<file path="src/hw/rtl/sti_pkg.sv">
package sti_pkg;

  localparam int DEFAULT_DEPTH = 4096;
  localparam int CountW = 13;

  typedef struct packed {
    logic        opcode;
    logic        load_channel;
    logic [11:0] load_index;
    logic [15:0] load_sample;
    logic signed [15:0] load_gauss;
    logic [15:0] query_value_0;
    logic [15:0] query_value_1;
  } in_item_t;

  typedef struct packed {
    logic signed [15:0] gauss_out_0;
    logic signed [15:0] gauss_out_1;
    logic               in_range;
  } out_item_t;

  localparam logic OP_LOAD  = 1'b0;
  localparam logic OP_QUERY = 1'b1;

  typedef enum logic [3:0] {
    ST_IDLE,
    ST_INIT,     // set up search for current channel
    ST_SREQ,     // issue memory read at first+step, or read found entry when count is zero
    ST_SCMP,     // compare returned sample
    ST_FREQ,     // unused; the found entry is read from ST_SREQ
    ST_FWAIT,
    ST_PREQ,     // unused; the entry below is read from ST_FWAIT
    ST_PWAIT,
    ST_MUL,
    ST_DIV,
    ST_FIN,      // add and saturate
    ST_LREQ,     // read first, then last entry for range check
    ST_LWAIT,
    ST_DONE
  } state_t;

  // commands from controller to datapath
  typedef struct packed {
    logic latch;
    logic init;
    logic rd_probe;
    logic cmp;
    logic rd_found;
    logic cap_found;
    logic rd_prev;
    logic cap_prev;
    logic mul;
    logic div_step;
    logic fin_direct;
    logic fin_interp;
    logic rd_last;
    logic cap_last;
    logic rd_first;
    logic cap_first;
    logic next_ch;
    logic emit;
  } cmd_t;

  typedef struct packed {
    logic count_zero;
    logic direct;   // exact hit / end entry
    logic equal;    // neighbours equal
    logic div_done;
    logic ch;
  } stat_t;

endpackage

</file>
<file path="src/hw/rtl/sti_ctrl.sv">
module sti_ctrl (
  input  logic           clk,
  input  logic           rst,
  input  logic           start,
  input  logic           is_query,
  input  sti_pkg::stat_t stat,
  output sti_pkg::cmd_t  cmd,
  output logic           busy
);

  sti_pkg::state_t state, state_next;
  logic            lastph, lastph_next; // 0: range low read, 1: range high read

  always_ff @(posedge clk) begin
    if (rst) begin
      state  <= sti_pkg::ST_IDLE;
      lastph <= 1'b0;
    end else begin
      state  <= state_next;
      lastph <= lastph_next;
    end
  end

  always_comb begin
    cmd         = '0;
    state_next  = state;
    lastph_next = lastph;
    busy        = (state != sti_pkg::ST_IDLE);
    case (state)
      sti_pkg::ST_IDLE: begin
        if (start) begin
          cmd.latch = 1'b1;
          if (is_query) state_next = sti_pkg::ST_INIT;
        end
      end
      sti_pkg::ST_INIT: begin
        cmd.init   = 1'b1;
        state_next = sti_pkg::ST_SREQ;
      end
      sti_pkg::ST_SREQ: begin
        if (stat.count_zero) begin
          cmd.rd_found = 1'b1;
          state_next   = sti_pkg::ST_FWAIT;
        end else begin
          cmd.rd_probe = 1'b1;
          state_next   = sti_pkg::ST_SCMP;
        end
      end
      sti_pkg::ST_SCMP: begin
        cmd.cmp    = 1'b1;
        state_next = sti_pkg::ST_SREQ;
      end
      sti_pkg::ST_FWAIT: begin
        cmd.cap_found = 1'b1;
        cmd.rd_prev   = 1'b1;
        state_next    = sti_pkg::ST_PWAIT;
      end
      sti_pkg::ST_PWAIT: begin
        cmd.cap_prev = 1'b1;
        state_next   = sti_pkg::ST_MUL;
      end
      sti_pkg::ST_MUL: begin
        if (stat.direct || stat.equal) begin
          cmd.fin_direct = 1'b1;
          state_next     = sti_pkg::ST_LREQ;
        end else begin
          cmd.mul    = 1'b1;
          state_next = sti_pkg::ST_DIV;
        end
      end
      sti_pkg::ST_DIV: begin
        cmd.div_step = 1'b1;
        if (stat.div_done) state_next = sti_pkg::ST_FIN;
      end
      sti_pkg::ST_FIN: begin
        cmd.fin_interp = 1'b1;
        state_next     = sti_pkg::ST_LREQ;
      end
      sti_pkg::ST_LREQ: begin
        if (lastph) cmd.rd_last = 1'b1;
        else        cmd.rd_first = 1'b1;
        state_next = sti_pkg::ST_LWAIT;
      end
      sti_pkg::ST_LWAIT: begin
        if (lastph) begin
          cmd.cap_last = 1'b1;
          lastph_next  = 1'b0;
          if (stat.ch) state_next = sti_pkg::ST_DONE;
          else begin
            cmd.next_ch = 1'b1;
            state_next  = sti_pkg::ST_INIT;
          end
        end else begin
          cmd.cap_first = 1'b1;
          lastph_next   = 1'b1;
          state_next    = sti_pkg::ST_LREQ;
        end
      end
      sti_pkg::ST_DONE: begin
        cmd.emit   = 1'b1;
        state_next = sti_pkg::ST_IDLE;
      end
      default: state_next = sti_pkg::ST_IDLE;
    endcase
  end

endmodule

</file>
<file path="config.mk">
export PLATFORM = sky130hd
export DESIGN_NAME = sti_ctrl
export DESIGN_NICKNAME = d
export VERILOG_FILES = /design/src/hw/rtl/sti_pkg.sv /design/src/hw/rtl/sti_ctrl.sv
export SDC_FILE = /design/constraint.sdc
export NUM_CORES = 1
export LEC_CHECK = 0
export BUFFER_PORTS_ARGS = -buffer_cell sky130_fd_sc_hd__buf_2
export CORE_UTILIZATION = 37
export CTS_CLUSTER_DIAMETER = 50
export DETAILED_ROUTE_END_ITERATION = 8
export GPL_TIMING_DRIVEN = 0
export PLACE_DENSITY = 0.83
export SETUP_SLACK_MARGIN = 0.1
export SLEW_MARGIN = 0
export SYNTH_ARGS = -nofsm -noshare
export SYNTH_HDL_FRONTEND = slang
export SYNTH_SLANG_ARGS = --single-unit
</file>
<file path="constraint.sdc">
create_clock -name clk -period 1.15 [get_ports clk]
set_input_delay 0.115 -clock clk [delete_from_list [all_inputs] [get_ports clk]]
set_output_delay 0.115 -clock clk [all_outputs]
set_load 0.03 [all_outputs]
</file>
==> results of run 1 <==
## cells by family after synthesis
logic type | count (synthesis)
xor gates and xnor gates | 1
DFF | 5
buffers and inverters | 10
and+or+nand+nor | 44
AOI/OAI and AO/OA | 12
## through the flow
step           std cells  hold WS, ps  cell area, µm²
2_1_floorplan         72          177             722
3_3_place_gp         113          334             875
3_5_place_dp         113          336             875
## synth_stat cells (all sizes together) (2+ instances only)
master | instances | share of area [%]
nand2 | 5 | 3.9
inv | 2 | 1.6
nor4 | 5 | 6.5
nor2 | 13 | 10
a21oi | 5 | 5.2
nor4b | 2 | 3.6
clkbuf | 2 | 1.8
nor3 | 8 | 8.3
nand2b | 2 | 2.6
buf | 6 | 8.5
nor2b | 2 | 2.6
dfxtp | 5 | 21
==> summary.md, run 1 <==
| Metric | Value |
|---|---|
| Top Ports | `28` |
| Cts bufs inserted | `3` |
| Yosys Warn Count | `0` |
| Status | `stopped before the end` |
| Die H | `38.1 µm` |
| Adder-cell share of the synthesized area | `0%` |
| Post-Synth XOR/XNOR Area | `1.81%` |
| Deepest clock path buffer count | `2` |
| Yosys cell types | `31` |
| Syn Nets | `just over 80` |
| Post-synth EDFFs | `0` |
| CTS Sinks | `5` |
| Seq cells post-synth | `5` |
| Avg Cell Area, Syn | `approximately 6.7 µm²` |
| Mux contribution to synthesized area | `0%` |
| Fraction of registers with async set or reset after synthesis | `0%` |
| Post CTS Setup Buffer Count | `12` |
| Clock Tree Root | `clkbuf_4` |
| Register area share after synthesis | `20.7%` |
| First Err | `[ERROR DPL-0038] Utilization greater than 100%, impossible to legalize` |
| PortBufs | `27` |
| Post-Syn Instances | `72` |
| H-tree levels | `1` |
| Die width | `38.1 µm` |
| CTS Hold Bufs | `0` |
| Largest family of logic cells by synthesized area | `simple AND/OR/NAND/NOR gates` |
| Fail Step | `clock tree synthesis (4_1_cts)` |
| Dpl ws | `-134 ps` |
| Initial Util | `41.8%` |
| Final GP Congestion | `roughly 0.73` |
| Cell Rows | `12` |
| Simple-Gate Fraction of Synth Area | `slightly below 50%` |
| Mapped cell area | `just under 500 µm²` |
| Main synth FF type | `dfxtp_1` |
| Post-synthesis compound-gate area fraction | `between 10% and 20%` |
| Post-CTS sizing | `50` |
| Detailed Place HPWL | `1170 µm` |
==> run 2, diff against run 1 <==
--- a/config.mk
+++ b/config.mk
@@ -6,12 +6,11 @@
 export NUM_CORES = 1
 export LEC_CHECK = 0
 export BUFFER_PORTS_ARGS = -buffer_cell sky130_fd_sc_hd__buf_2
-export CORE_UTILIZATION = 37
-export CTS_CLUSTER_DIAMETER = 50
+export CORE_AREA = 2 2 63 65
 export DETAILED_ROUTE_END_ITERATION = 8
+export DIE_AREA = 0 0 65 67
 export GPL_TIMING_DRIVEN = 0
-export PLACE_DENSITY = 0.83
-export SETUP_SLACK_MARGIN = 0.1
+export PLACE_DENSITY_LB_ADDON = 0.15
 export SLEW_MARGIN = 0
 export SYNTH_ARGS = -nofsm -noshare
 export SYNTH_HDL_FRONTEND = slang
==> constraint.sdc (replaced) <==
create_clock -name clk -period 1.5 [get_ports clk]
set_input_delay 0.15 -clock clk [delete_from_list [all_inputs] [get_ports clk]]
set_output_delay 0.15 -clock clk [all_outputs]
set_load 0.03 [all_outputs]
==> run 2 against run 1 <==
The run now ends clean; synthesized area did not move; synthesized cell count unchanged.
==> summary.md, run 2 <==
| Metric | Value |
|---|---|
| Status | `complete, no violations (was stopped before the end)` |
| Clock slew at reported path FFs | `30 ps` |
| Final GP Congestion | `0.692 (was 0.732)` |
| GRT Util Overall | `8.85%` |
| First-pass GRT wire length | `roughly 2900 µm` |
| Layout fillers | `420` |
| Synth top area cells | `dfxtp_1, nor2_1, nor3_1 (unchanged)` |
| CP Max Fanout | `9` |
| H-tree levels | `1 (unchanged)` |
| Die width | `65 µm (was 38.1 µm)` |
| Most common cell after layout, fill and taps aside | `buf_4` |
| Clock latency on the worst-skew pair | `220 ps` |
| Fraction of registers with async set or reset after synthesis | `0% (unchanged)` |
| Internal cell power | `about 350 µW` |
| Vias/cell | `4.20` |
| Avg Cell Area, Syn | `6.71 µm² (unchanged)` |
| Setup TNS | `0 ps` |
| Hold Path Class | `input pin to flop` |
| Drt first-iter violations | `20` |
| CP Class | `flop to primary output` |
| Placed Cells | `147 (was 113)` |
| PortBufs | `27 (unchanged)` |
| Peak supply drop | `174 µV` |
| Vias in the first global route | `approximately 620` |
| Deepest clock path buffer count | `2 (unchanged)` |
| Yosys Warn Count | `0 (unchanged)` |
| Post-synth top cells | `nor2_1, nor3_1 (unchanged)` |
| Clock Tree Root | `clkbuf_8 (was clkbuf_4)` |
| Leakage | `approximately 0.00038 µW` |
| Min Tclk post-route | `~1500 ps` |
| Detailed Route WL | `between 1500 and 2000 µm` |
| Cell Rows | `22 (was 12)` |
| Area leader, netlist | `dfxtp_1 (unchanged)` |
| CP Launch Type | `flop` |
| Core Box Area | `roughly 3600 µm²` |
| Biggest register | `state` |
| Die ar. | `about 4400 µm²` |
| Gr ovfl total | `0` |
| Antenna violations before repair | `0` |
| Worst Tran Pin Value | `244 ps` |
| Clk pwr share | `between 50 and 60%` |
| Max Slew Vio Count | `0` |
| Die H | `67 µm (was 38.1 µm)` |
| Cts bufs inserted | `3 (unchanged)` |
| Sw Ratio | `23.9%` |
| Post-Syn Instances | `72 (unchanged)` |
| Max Cap Viol | `0` |
| Detailed Place HPWL | `1320 µm (was 1170 µm)` |
| Register area share after synthesis | `20.7% (unchanged)` |
| Endpoints failing setup | `0` |
| Syn Nets | `81 (unchanged)` |
| Final Hold Fails | `0` |
| Final ANT Viol Nets | `0` |
| Share of layout cells above drive strength 1 | `about 54%` |
| Fin nets | `around 120` |
| Proportion of netlist area held by the largest area contributor | `20.7% (unchanged)` |
| Largest regs | `state x4, lastph x1` |
| Max Freq | `slightly below 700 MHz` |
| Ant diodes | `0` |
| Power per standard cell area | `approximately 520 nW/µm²` |
| CTS Sinks | `5 (unchanged)` |
| Post-synth EDFFs | `0 (unchanged)` |
| Skew final | `roughly 0.088 ps` |
| Rel. slew slack | `between 80% and 90%` |
| Count leader, synth | `nor2_1 (unchanged)` |
| Layout area overhead | `83.9%` |
| Util after Layout | `roughly 25%` |
| Reg2Reg Setup Slack | `about 140 ps` |
| Largest net degree at the start of global routing | `11` |
| Top Ports | `28 (unchanged)` |
| Yosys cell types | `31 (unchanged)` |
| Max reg flops | `4` |
| Part of the power in registers | `29.3%` |
| Mapped cell area | `483 µm² (unchanged)` |
| CP endpoint kind | `primary output` |
| Setup repair after global routing missed its margin | `true` |
| CTS tree | `built` |
| 1st-pass router iterations | `4` |
| Comb pwr share | `~18%` |
| Initial Util | `13.4% (was 41.8%)` |
| Net switching power | `about 110 µW` |
| Main synth FF type | `dfxtp_1 (unchanged)` |
| Vias | `647` |
| Final period utilization | `between 90 and 100%` |
| Drc violations | `0` |
| Seq cells post-synth | `5 (unchanged)` |
| Most frequent cells in the layout | `buf_4, buf_2, nor2_1, a21oi_1` |
| WP data required | `about 1400 ps` |
| Layout Cells excl Fill | `154` |
| Worst EP arrival | `approximately 1300 ps` |
| DR WL/cell | `around 11 µm` |
run 2: worst max-delay path: stages, from the launching register on:
cell      delay (ps)
dfxtp_4          350
nand2b_1         150
buf_6            150
nor4_4           130
nor2b_1          160
buf_4            160
run 2: metal layers:
metal	GRT usage [%]	routed length [µm]	share of wire [%]	vias to the layer above
li1	-	-	-	326
met1	10.4	829	47	295
met2	14.2	746	43	22
met3	2.87	139	7.9	4
met4	4.79	34	1.9	0
met5	0	0	0	-
run 2: through the flow:
stage          cell area [µm²]  setup WS (ps)  hold slack (ps)  total power, µW
2_1_floorplan              531           -283              219              182
3_3_place_gp               726          -29.5              398              209
3_5_place_dp               726          -13.9              403              209
4_1_cts                    848           8.28              166              469
5_1_grt                    888          -29.9              170              488
6_report                   888           31.0              162              464
run 2: power by group through the flow:
stage          Combinational [µW]  Sequential (µW)  Clock, µW
6_report                     83.8              136        244
4_1_cts                      81.1              138        250
2_1_floorplan                43.3              139          0
3_5_place_dp                 69.8              139          0
3_3_place_gp                 69.8              139          0
5_1_grt                      91.6              136        260
run 2: logic make-up (layout without fill, tap and decap cells):
family	count (synthesis)	count (layout)	synth area share, %
AOI/OAI and AO/OA	12	12	16.8
xor gates and xnor gates	1	1	1.81
buffers and inverters	10	44	11.9
DFF	5	5	20.7
and+or+nand+nor	44	44	48.7
run 2: final cells by class:
cell class,instances,area (µm²),share of cell area [%]
clock buffers,4,45.0,5.07
flip-flops and latches,5,106,12.0
plain buffers,8,77.6,8.73
well taps,48,60.1,6.76
multi-input cells,57,400,45.1
repair buffers,30,191,21.5
inverters,2,7.51,0.845
run 2: repair_timing:
| item | CTS | global route |
|---|---|---|
| buffers inserted | 4 | 0 |
| gates resized for setup | 19 | 15 |
| gates cloned | 0 | 0 |
| setup endpoints to repair | 17 | 14 |
| hold buffers | 0 | 0 |
| pin swaps | 2 | 2 |
run 2: path summary, 6_finish.rpt:
| path | end | depth (start not counted) | start |
|---|---|---|---|
| max reg2reg | state[1] | 5 | state[1] |
| min reg2reg | state[2] | 2 | state[2] |
| max | cmd[1] | 5 | state[1] |
| min | state[0] | 2 | rst |
(Power assumes the default switching activity.)
==> run 3, diff against run 2 <==
--- a/config.mk
+++ b/config.mk
@@ -6,11 +6,13 @@
 export NUM_CORES = 1
 export LEC_CHECK = 0
 export BUFFER_PORTS_ARGS = -buffer_cell sky130_fd_sc_hd__buf_2
+export CAP_MARGIN = 25
 export CORE_AREA = 2 2 63 65
 export DETAILED_ROUTE_END_ITERATION = 8
 export DIE_AREA = 0 0 65 67
 export GPL_TIMING_DRIVEN = 0
 export PLACE_DENSITY_LB_ADDON = 0.15
+export REMOVE_ABC_BUFFERS = 1
 export SLEW_MARGIN = 0
 export SYNTH_ARGS = -nofsm -noshare
 export SYNTH_HDL_FRONTEND = slang
==> run 3 against run 2 <==
Via count did not move; count of clock-buffer cells in the layout did not move; non-clock buffer count fell by 2; clock power barely moved; die area did not move; power fell by 2.6%; routed wire length rose by 8.4%.
==> summary.md, run 3 (same netlist as run 2, synthesis figures left out) <==
| Metric | Value |
|---|---|
| Max Slew Vio Count | `0 (unchanged)` |
| H-tree levels | `1 (unchanged)` |
| Core Box Area | `3610 µm² (unchanged)` |
| Vias | `647 (unchanged)` |
| Layout area overhead | `72.5% (was 83.9%)` |
| Endpoints failing setup | `0 (unchanged)` |
| DR WL/cell | `12.5 µm (was 11.4 µm)` |
| Skew final | `0.963 ps (was 0.0879 ps)` |
| Util after Layout | `23.1% (was 24.6%)` |
| Clock latency on the worst-skew pair | `220 ps (about the same)` |
| Most frequent cells in the layout | `buf_2, buf_4, nor2_1, nor3_1 (was buf_4, buf_2, nor2_1, a21oi_1)` |
| Drt first-iter violations | `12 (was 20)` |
| Fin nets | `114 (was 116)` |
| Drc violations | `0 (unchanged)` |
| Detailed Place HPWL | `1210 µm (was 1320 µm)` |
| Final Instance Area | `833 µm² (was 888 µm²)` |
| Most common cell after layout, fill and taps aside | `buf_2 (was buf_4)` |
| Deepest clock path buffer count | `2 (unchanged)` |
| Die H | `67 µm (unchanged)` |
| Gr ovfl total | `0 (unchanged)` |
| Final period utilization | `97.0% (was 97.9%)` |
| Met1 Usage GRT | `11.4% (was 10.4%)` |
| PortBufs | `27 (unchanged)` |
| Setup repair after global routing missed its margin | `true (unchanged)` |
| 1st-pass router iterations | `3 (was 4)` |
| Peak supply drop | `264 µV (was 174 µV)` |
| Clk pwr share | `54.6% (was 52.6%)` |
| Sw Ratio | `24.8% (was 23.9%)` |
| Layout fillers | `411 (was 420)` |
| Rel. slew slack | `78.4% (was 83.6%)` |
| Net switching power | `112 µW (was 111 µW)` |
| Status | `complete, no violations (unchanged)` |
| Met3 Use GR | `3.04% (was 2.87%)` |
| Cts bufs inserted | `3 (unchanged)` |
| Max Cap Viol | `0 (unchanged)` |
| Final ANT Viol Nets | `0 (unchanged)` |
| Vias in the first global route | `641 (was 619)` |
| Met2 usage | `14.8% (was 14.2%)` |
| Clock slew at reported path FFs | `30 ps (about the same)` |
| Leakage | `0.000361 µW (was 0.000376 µW)` |
| Comb pwr share | `15.6% (was 18.0%)` |
| Final GP Congestion | `0.702 (was 0.692)` |
| Hold Path Class | `input pin to flop (unchanged)` |
| Final Hold Fails | `0 (unchanged)` |
| Clock Tree Root | `clkbuf_8 (unchanged)` |
| Global route hottest layer | `met2 (unchanged)` |
| Min Tclk post-route | `1450 ps (was 1470 ps)` |
| Internal cell power | `340 µW (was 353 µW)` |
| Die ar. | `4360 µm² (unchanged)` |
| GRT Util Overall | `9.00% (was 8.85%)` |
| Cell Rows | `22 (unchanged)` |
| Power per standard cell area | `543 nW/µm² (was 523 nW/µm²)` |
| CTS Hold Bufs | `0 (unchanged)` |
| CP Class | `flop to primary output (unchanged)` |
| First-pass GRT wire length | `3020 µm (was 2910 µm)` |
| Part of the power in registers | `29.7% (was 29.3%)` |
| Worst EP arrival | `1300 ps (was 1320 ps)` |
| CP endpoint kind | `primary output (unchanged)` |
| Biggest register | `state (unchanged)` |
| Worst Tran Pin Value | `321 ps (was 244 ps)` |
| Top Ports | `28 (unchanged)` |
| CTS tree | `built (unchanged)` |
| Largest net degree at the start of global routing | `22 (was 11)` |
| Antenna violations before repair | `0 (unchanged)` |
| Pwr Total | `452 µW (was 464 µW)` |
| Hold Worst Slack | `166 ps (was 162 ps)` |
| Max Freq | `687 MHz (was 681 MHz)` |
| Initial Util | `13.4% (unchanged)` |
| WP data required | `1350 ps (about the same)` |
| Vias/cell | `4.26 (was 4.20)` |
| Max reg flops | `4 (unchanged)` |
| Post-DP Area | `628 µm² (was 726 µm²)` |
| CP Launch Type | `flop (unchanged)` |
| Die width | `65 µm (unchanged)` |
| Ant diodes | `0 (unchanged)` |
| Share of layout cells above drive strength 1 | `52.9% (was 53.8%)` |
| CP Max Fanout | `8 (was 9)` |
| Setup TNS | `0 ps (unchanged)` |
| Largest regs | `state x4, lastph x1 (unchanged)` |
| Detailed Route WL | `1900 µm (was 1750 µm)` |
| CTS Sinks | `5 (unchanged)` |
run 3: cell count changes in the layout (fill, tap and decap cells not counted), moves of 2 or more:
cell      delta
buf_2        +8
dfxtp_4      +4
buf_6        -4
dfxtp_1      -2
nor3_2       -3
clkbuf_4     -2
buf_4        -3
dfxtp_2      -2
nor3_1       +3
run 3: worst paths after layout:
kind	end	cells after the start	slack [ps]	from
setup / recovery	cmd[17]	4	50	state[3]
setup reg to reg	state[1]	5	80	state[1]
hold reg to reg	lastph	2	560	lastph
hold / removal	state[3]	2	170	rst
run 3: power groups by stage:
stage                     Clock, µW  Combinational, µW  Sequential [µW]
after detailed placement          0               56.2              147
after global placement            0               55.8              147
final                           247               70.8              134
after CTS                       250               63.3              139
after global routing            266               76.9              135
after floorplan                   0               32.8              144
run 3: timing repair:
action                                  CTS  global route
pin swaps                                 0             1
gates resized for setup                  18             8
endpoints found under the setup margin   22             7
buffers inserted                          8             1
run 3: layout make-up:
| cell class | instances | area, µm² | area share, % |
|---|---|---|---|
| Clock buffer | 4 | 45.0 | 5.41 |
| Sequential cell | 5 | 119 | 14.3 |
| Inverter | 2 | 7.51 | 0.901 |
| Timing Repair Buffer | 36 | 213 | 25.5 |
| Multi-Input combinational cell | 57 | 389 | 46.7 |
| Tap cell | 48 | 60.1 | 7.21 |
run 3: routing by layer:
| layer | share of wire (%) | vias to the layer above |
|---|---|---|
| met5 | 0 | - |
| met1 | 49 | 298 |
| met2 | 44 | 25 |
| met4 | 0 | 0 |
| met3 | 6.7 | 0 |
| li1 | - | 324 |
run 3: worst max-delay path: stages, from the launching register on:
cell and delay (ps):
dfxtp_4 350, buf_4 170, nor2_1 200, and3_1 180, buf_2 190
run 3: stage by stage:
stage          std cells  setup slack (ps)
2_1_floorplan         64              -904
3_3_place_gp         139              -182
3_5_place_dp         139              -208
4_1_cts              151              12.8
5_1_grt              152             -22.1
6_report             152              45.2
==> run 4, diff against run 3 <==
--- a/config.mk
+++ b/config.mk
@@ -10,6 +10,7 @@
 export CORE_AREA = 2 2 63 65
 export DETAILED_ROUTE_END_ITERATION = 8
 export DIE_AREA = 0 0 65 67
+export GPL_ROUTABILITY_DRIVEN = 0
 export GPL_TIMING_DRIVEN = 0
 export PLACE_DENSITY_LB_ADDON = 0.15
 export REMOVE_ABC_BUFFERS = 1
==> constraint.sdc (replaced) <==
create_clock -name clk -period 1.71 [get_ports clk]
set_input_delay 0.171 -clock clk [delete_from_list [all_inputs] [get_ports clk]]
set_output_delay 0.171 -clock clk [all_outputs]
set_load 0.03 [all_outputs]
==> run 4 against run 3 <==
Clock power is 13% lower; largest cell class unchanged; count of clock-buffer cells in the layout stayed put; sequential cell count stayed put; first-iteration DRC count is 83% higher; sequential power is 7% lower; global-route usage is 0.78 points lower; register-to-register slack better by 200 ps; cell area is 14% lower.
==> summary.md, run 4 (same netlist as run 2, synthesis figures left out) <==
| Metric | Value |
|---|---|
| Status | `complete, no violations (unchanged)` |
| Die ar. | `4360 µm² (unchanged)` |
| Biggest register | `state (unchanged)` |
| 1st-pass router iterations | `4 (was 3)` |
| CP Class | `flop to primary output (unchanged)` |
| CP endpoint kind | `primary output (unchanged)` |
| Final period utilization | `a little over nine tenths` |
| CP Launch Type | `flop (unchanged)` |
| R2R cell count | `4 (was 5)` |
| WP data required | `1540 ps (was 1350 ps)` |
| CTS Sinks | `5 (unchanged)` |
| Post CTS Setup Buffer Count | `0 (was 8)` |
| Vias/cell | `4.29 (was 4.26)` |
| Worst EP arrival | `1450 ps (was 1300 ps)` |
| Cts bufs inserted | `3 (unchanged)` |
| Final ANT Viol Nets | `0 (unchanged)` |
| Dpl ws | `-19.4 ps (was -208 ps)` |
| Detailed Place HPWL | `1210 µm (unchanged)` |
| Skew final | `2.54 ps (was 0.963 ps)` |
| WHS Endpoint | `state[0] (was state[3])` |
| Power per standard cell area | `543 nW/µm² (about the same)` |
| CTS tree | `built (unchanged)` |
| Drt first-iter violations | `22 (was 12)` |
| Core Box Area | `3610 µm² (unchanged)` |
| R2r endpoint | `state[1] (unchanged)` |
| Most frequent cells in the layout | `buf_2, nor2_1, nor3_1, nand2_1, a21oi_1 (was buf_2, buf_4, nor2_1, nor3_1)` |
| Rel. slew slack | `75.9% (was 78.4%)` |
| Top Ports | `28 (unchanged)` |
| H-tree levels | `1 (unchanged)` |
| Post-DP Area | `628 µm² (unchanged)` |
| Gr ovfl total | `0 (unchanged)` |
| Die width | `65 µm (unchanged)` |
| R2R Path Start | `state[1] (unchanged)` |
| Final Instance Area | `716 µm² (was 833 µm²)` |
| CP Max Fanout | `14 (was 8)` |
| DR WL/cell | `11.9 µm (was 12.5 µm)` |
| Layout area overhead | `48.2% (was 72.5%)` |
| Fin worst setup slack | `84.6 ps (was 45.2 ps)` |
| Max reg flops | `4 (unchanged)` |
| First-pass GRT wire length | `2750 µm (was 3020 µm)` |
| Worst Tran Pin Value | `359 ps (was 321 ps)` |
| Fin nets | `105 (was 114)` |
| Clock latency on the worst-skew pair | `220 ps (about the same)` |
| Most common cell after layout, fill and taps aside | `buf_2 (unchanged)` |
| Vias in the first global route | `594 (was 641)` |
| Max Slew Vio Count | `0 (unchanged)` |
| Setup repair after global routing missed its margin | `false (was true)` |
| Peak supply drop | `259 µV (was 264 µV)` |
| Ant diodes | `0 (unchanged)` |
| Antenna violations before repair | `0 (unchanged)` |
| Max Freq | `about 620 MHz` |
| Endpoints failing setup | `0 (unchanged)` |
| Cell Rows | `22 (unchanged)` |
| Hold Path Class | `input pin to flop (unchanged)` |
| Largest regs | `state x4, lastph x1 (unchanged)` |
| Clock slew at reported path FFs | `40 ps (was 30 ps)` |
| Pwr Total | `389 µW (was 452 µW)` |
| Final Hold Fails | `0 (unchanged)` |
| Share of layout cells above drive strength 1 | `42.1% (was 52.9%)` |
| Largest net degree at the start of global routing | `22 (unchanged)` |
| HP Start | `rst (unchanged)` |
| PortBufs | `27 (unchanged)` |
| Clock Tree Root | `clkbuf_8 (unchanged)` |
| CTS Hold Bufs | `0 (unchanged)` |
| Worst Hold Depth | `2 (unchanged)` |
| Min Tclk post-route | `between 1500 and 2000 ps` |
| GRT Util Overall | `8.22% (was 9.00%)` |
| Max Cap Viol | `0 (unchanged)` |
| Detailed Route WL | `1710 µm (was 1900 µm)` |
| Deepest clock path buffer count | `2 (unchanged)` |
| Vias | `613 (was 647)` |
| Reg2Reg Setup Slack | `280 ps (was 80 ps)` |
| Die H | `67 µm (unchanged)` |
| Leakage | `0.000298 µW (was 0.000361 µW)` |
| Initial Util | `13.4% (unchanged)` |
| Drc violations | `0 (unchanged)` |
## run 4: timing repair
action | CTS | global route
pin swaps | 0 | 0
cloned | 0 | 0
gates resized for setup | 9 | 5
setup endpoints to repair | 16 | 4
## run 4: how the worst max path moves through the flow
| stage | from | to | slack (ps) | cells after the start |
|---|---|---|---|---|
| final | state[1] | cmd[13] | 80 | 3 |
| after global routing | state[1] | cmd[1] | 3 | 4 |
| after CTS | state[1] | cmd[13] | -8 | 3 |
| after floorplan | state[2] | cmd[1] | -720 | 3 |
| after global placement | state[3] | cmd[1] | 7 | 4 |
| after detailed placement | state[0] | cmd[11] | -20 | 3 |
## run 4: critical path, stage by stage, from the launching register on
cell and delay, ps:
dfxtp_4 420, or2b_1 330, nor4b_2 280, buf_4 200
## run 4: area by class of cell
type,count,area [µm²]
Clock buffer,4,45.0
Fill cell,418,2890
Inverter,2,7.51
Tap cell,48,60.1
Timing Repair Buffer,27,140
Multi-Input combinational cell,57,349
Sequential cell,5,114
## run 4: through the flow
stage          instances  utilization [%]  setup TNS (ps)  hold slack [ps]
2_1_floorplan         64                -           -3470              240
3_3_place_gp         139             17.4               0              418
3_5_place_dp         139             17.4           -40.7              420
4_1_cts              143             19.3           -7.55              189
5_1_grt              143             19.8               0              195
6_report             143             19.8               0              181
## run 4: metal layers
layer | part of all wire, % | global-route usage (%)
met2 | 41 | 13.3
met4 | 0 | 1.60
met1 | 51 | 10.5
met3 | 8.0 | 3.04
met5 | 0 | 0
## run 4: where the power goes
| group | internal, µW | switching, µW | total (µW) |
|---|---|---|---|
| logic | 20.9 | 28.7 | 49.6 |
| registers | 116 | 9.19 | 125 |
| clock network | 160 | 54.8 | 215 |
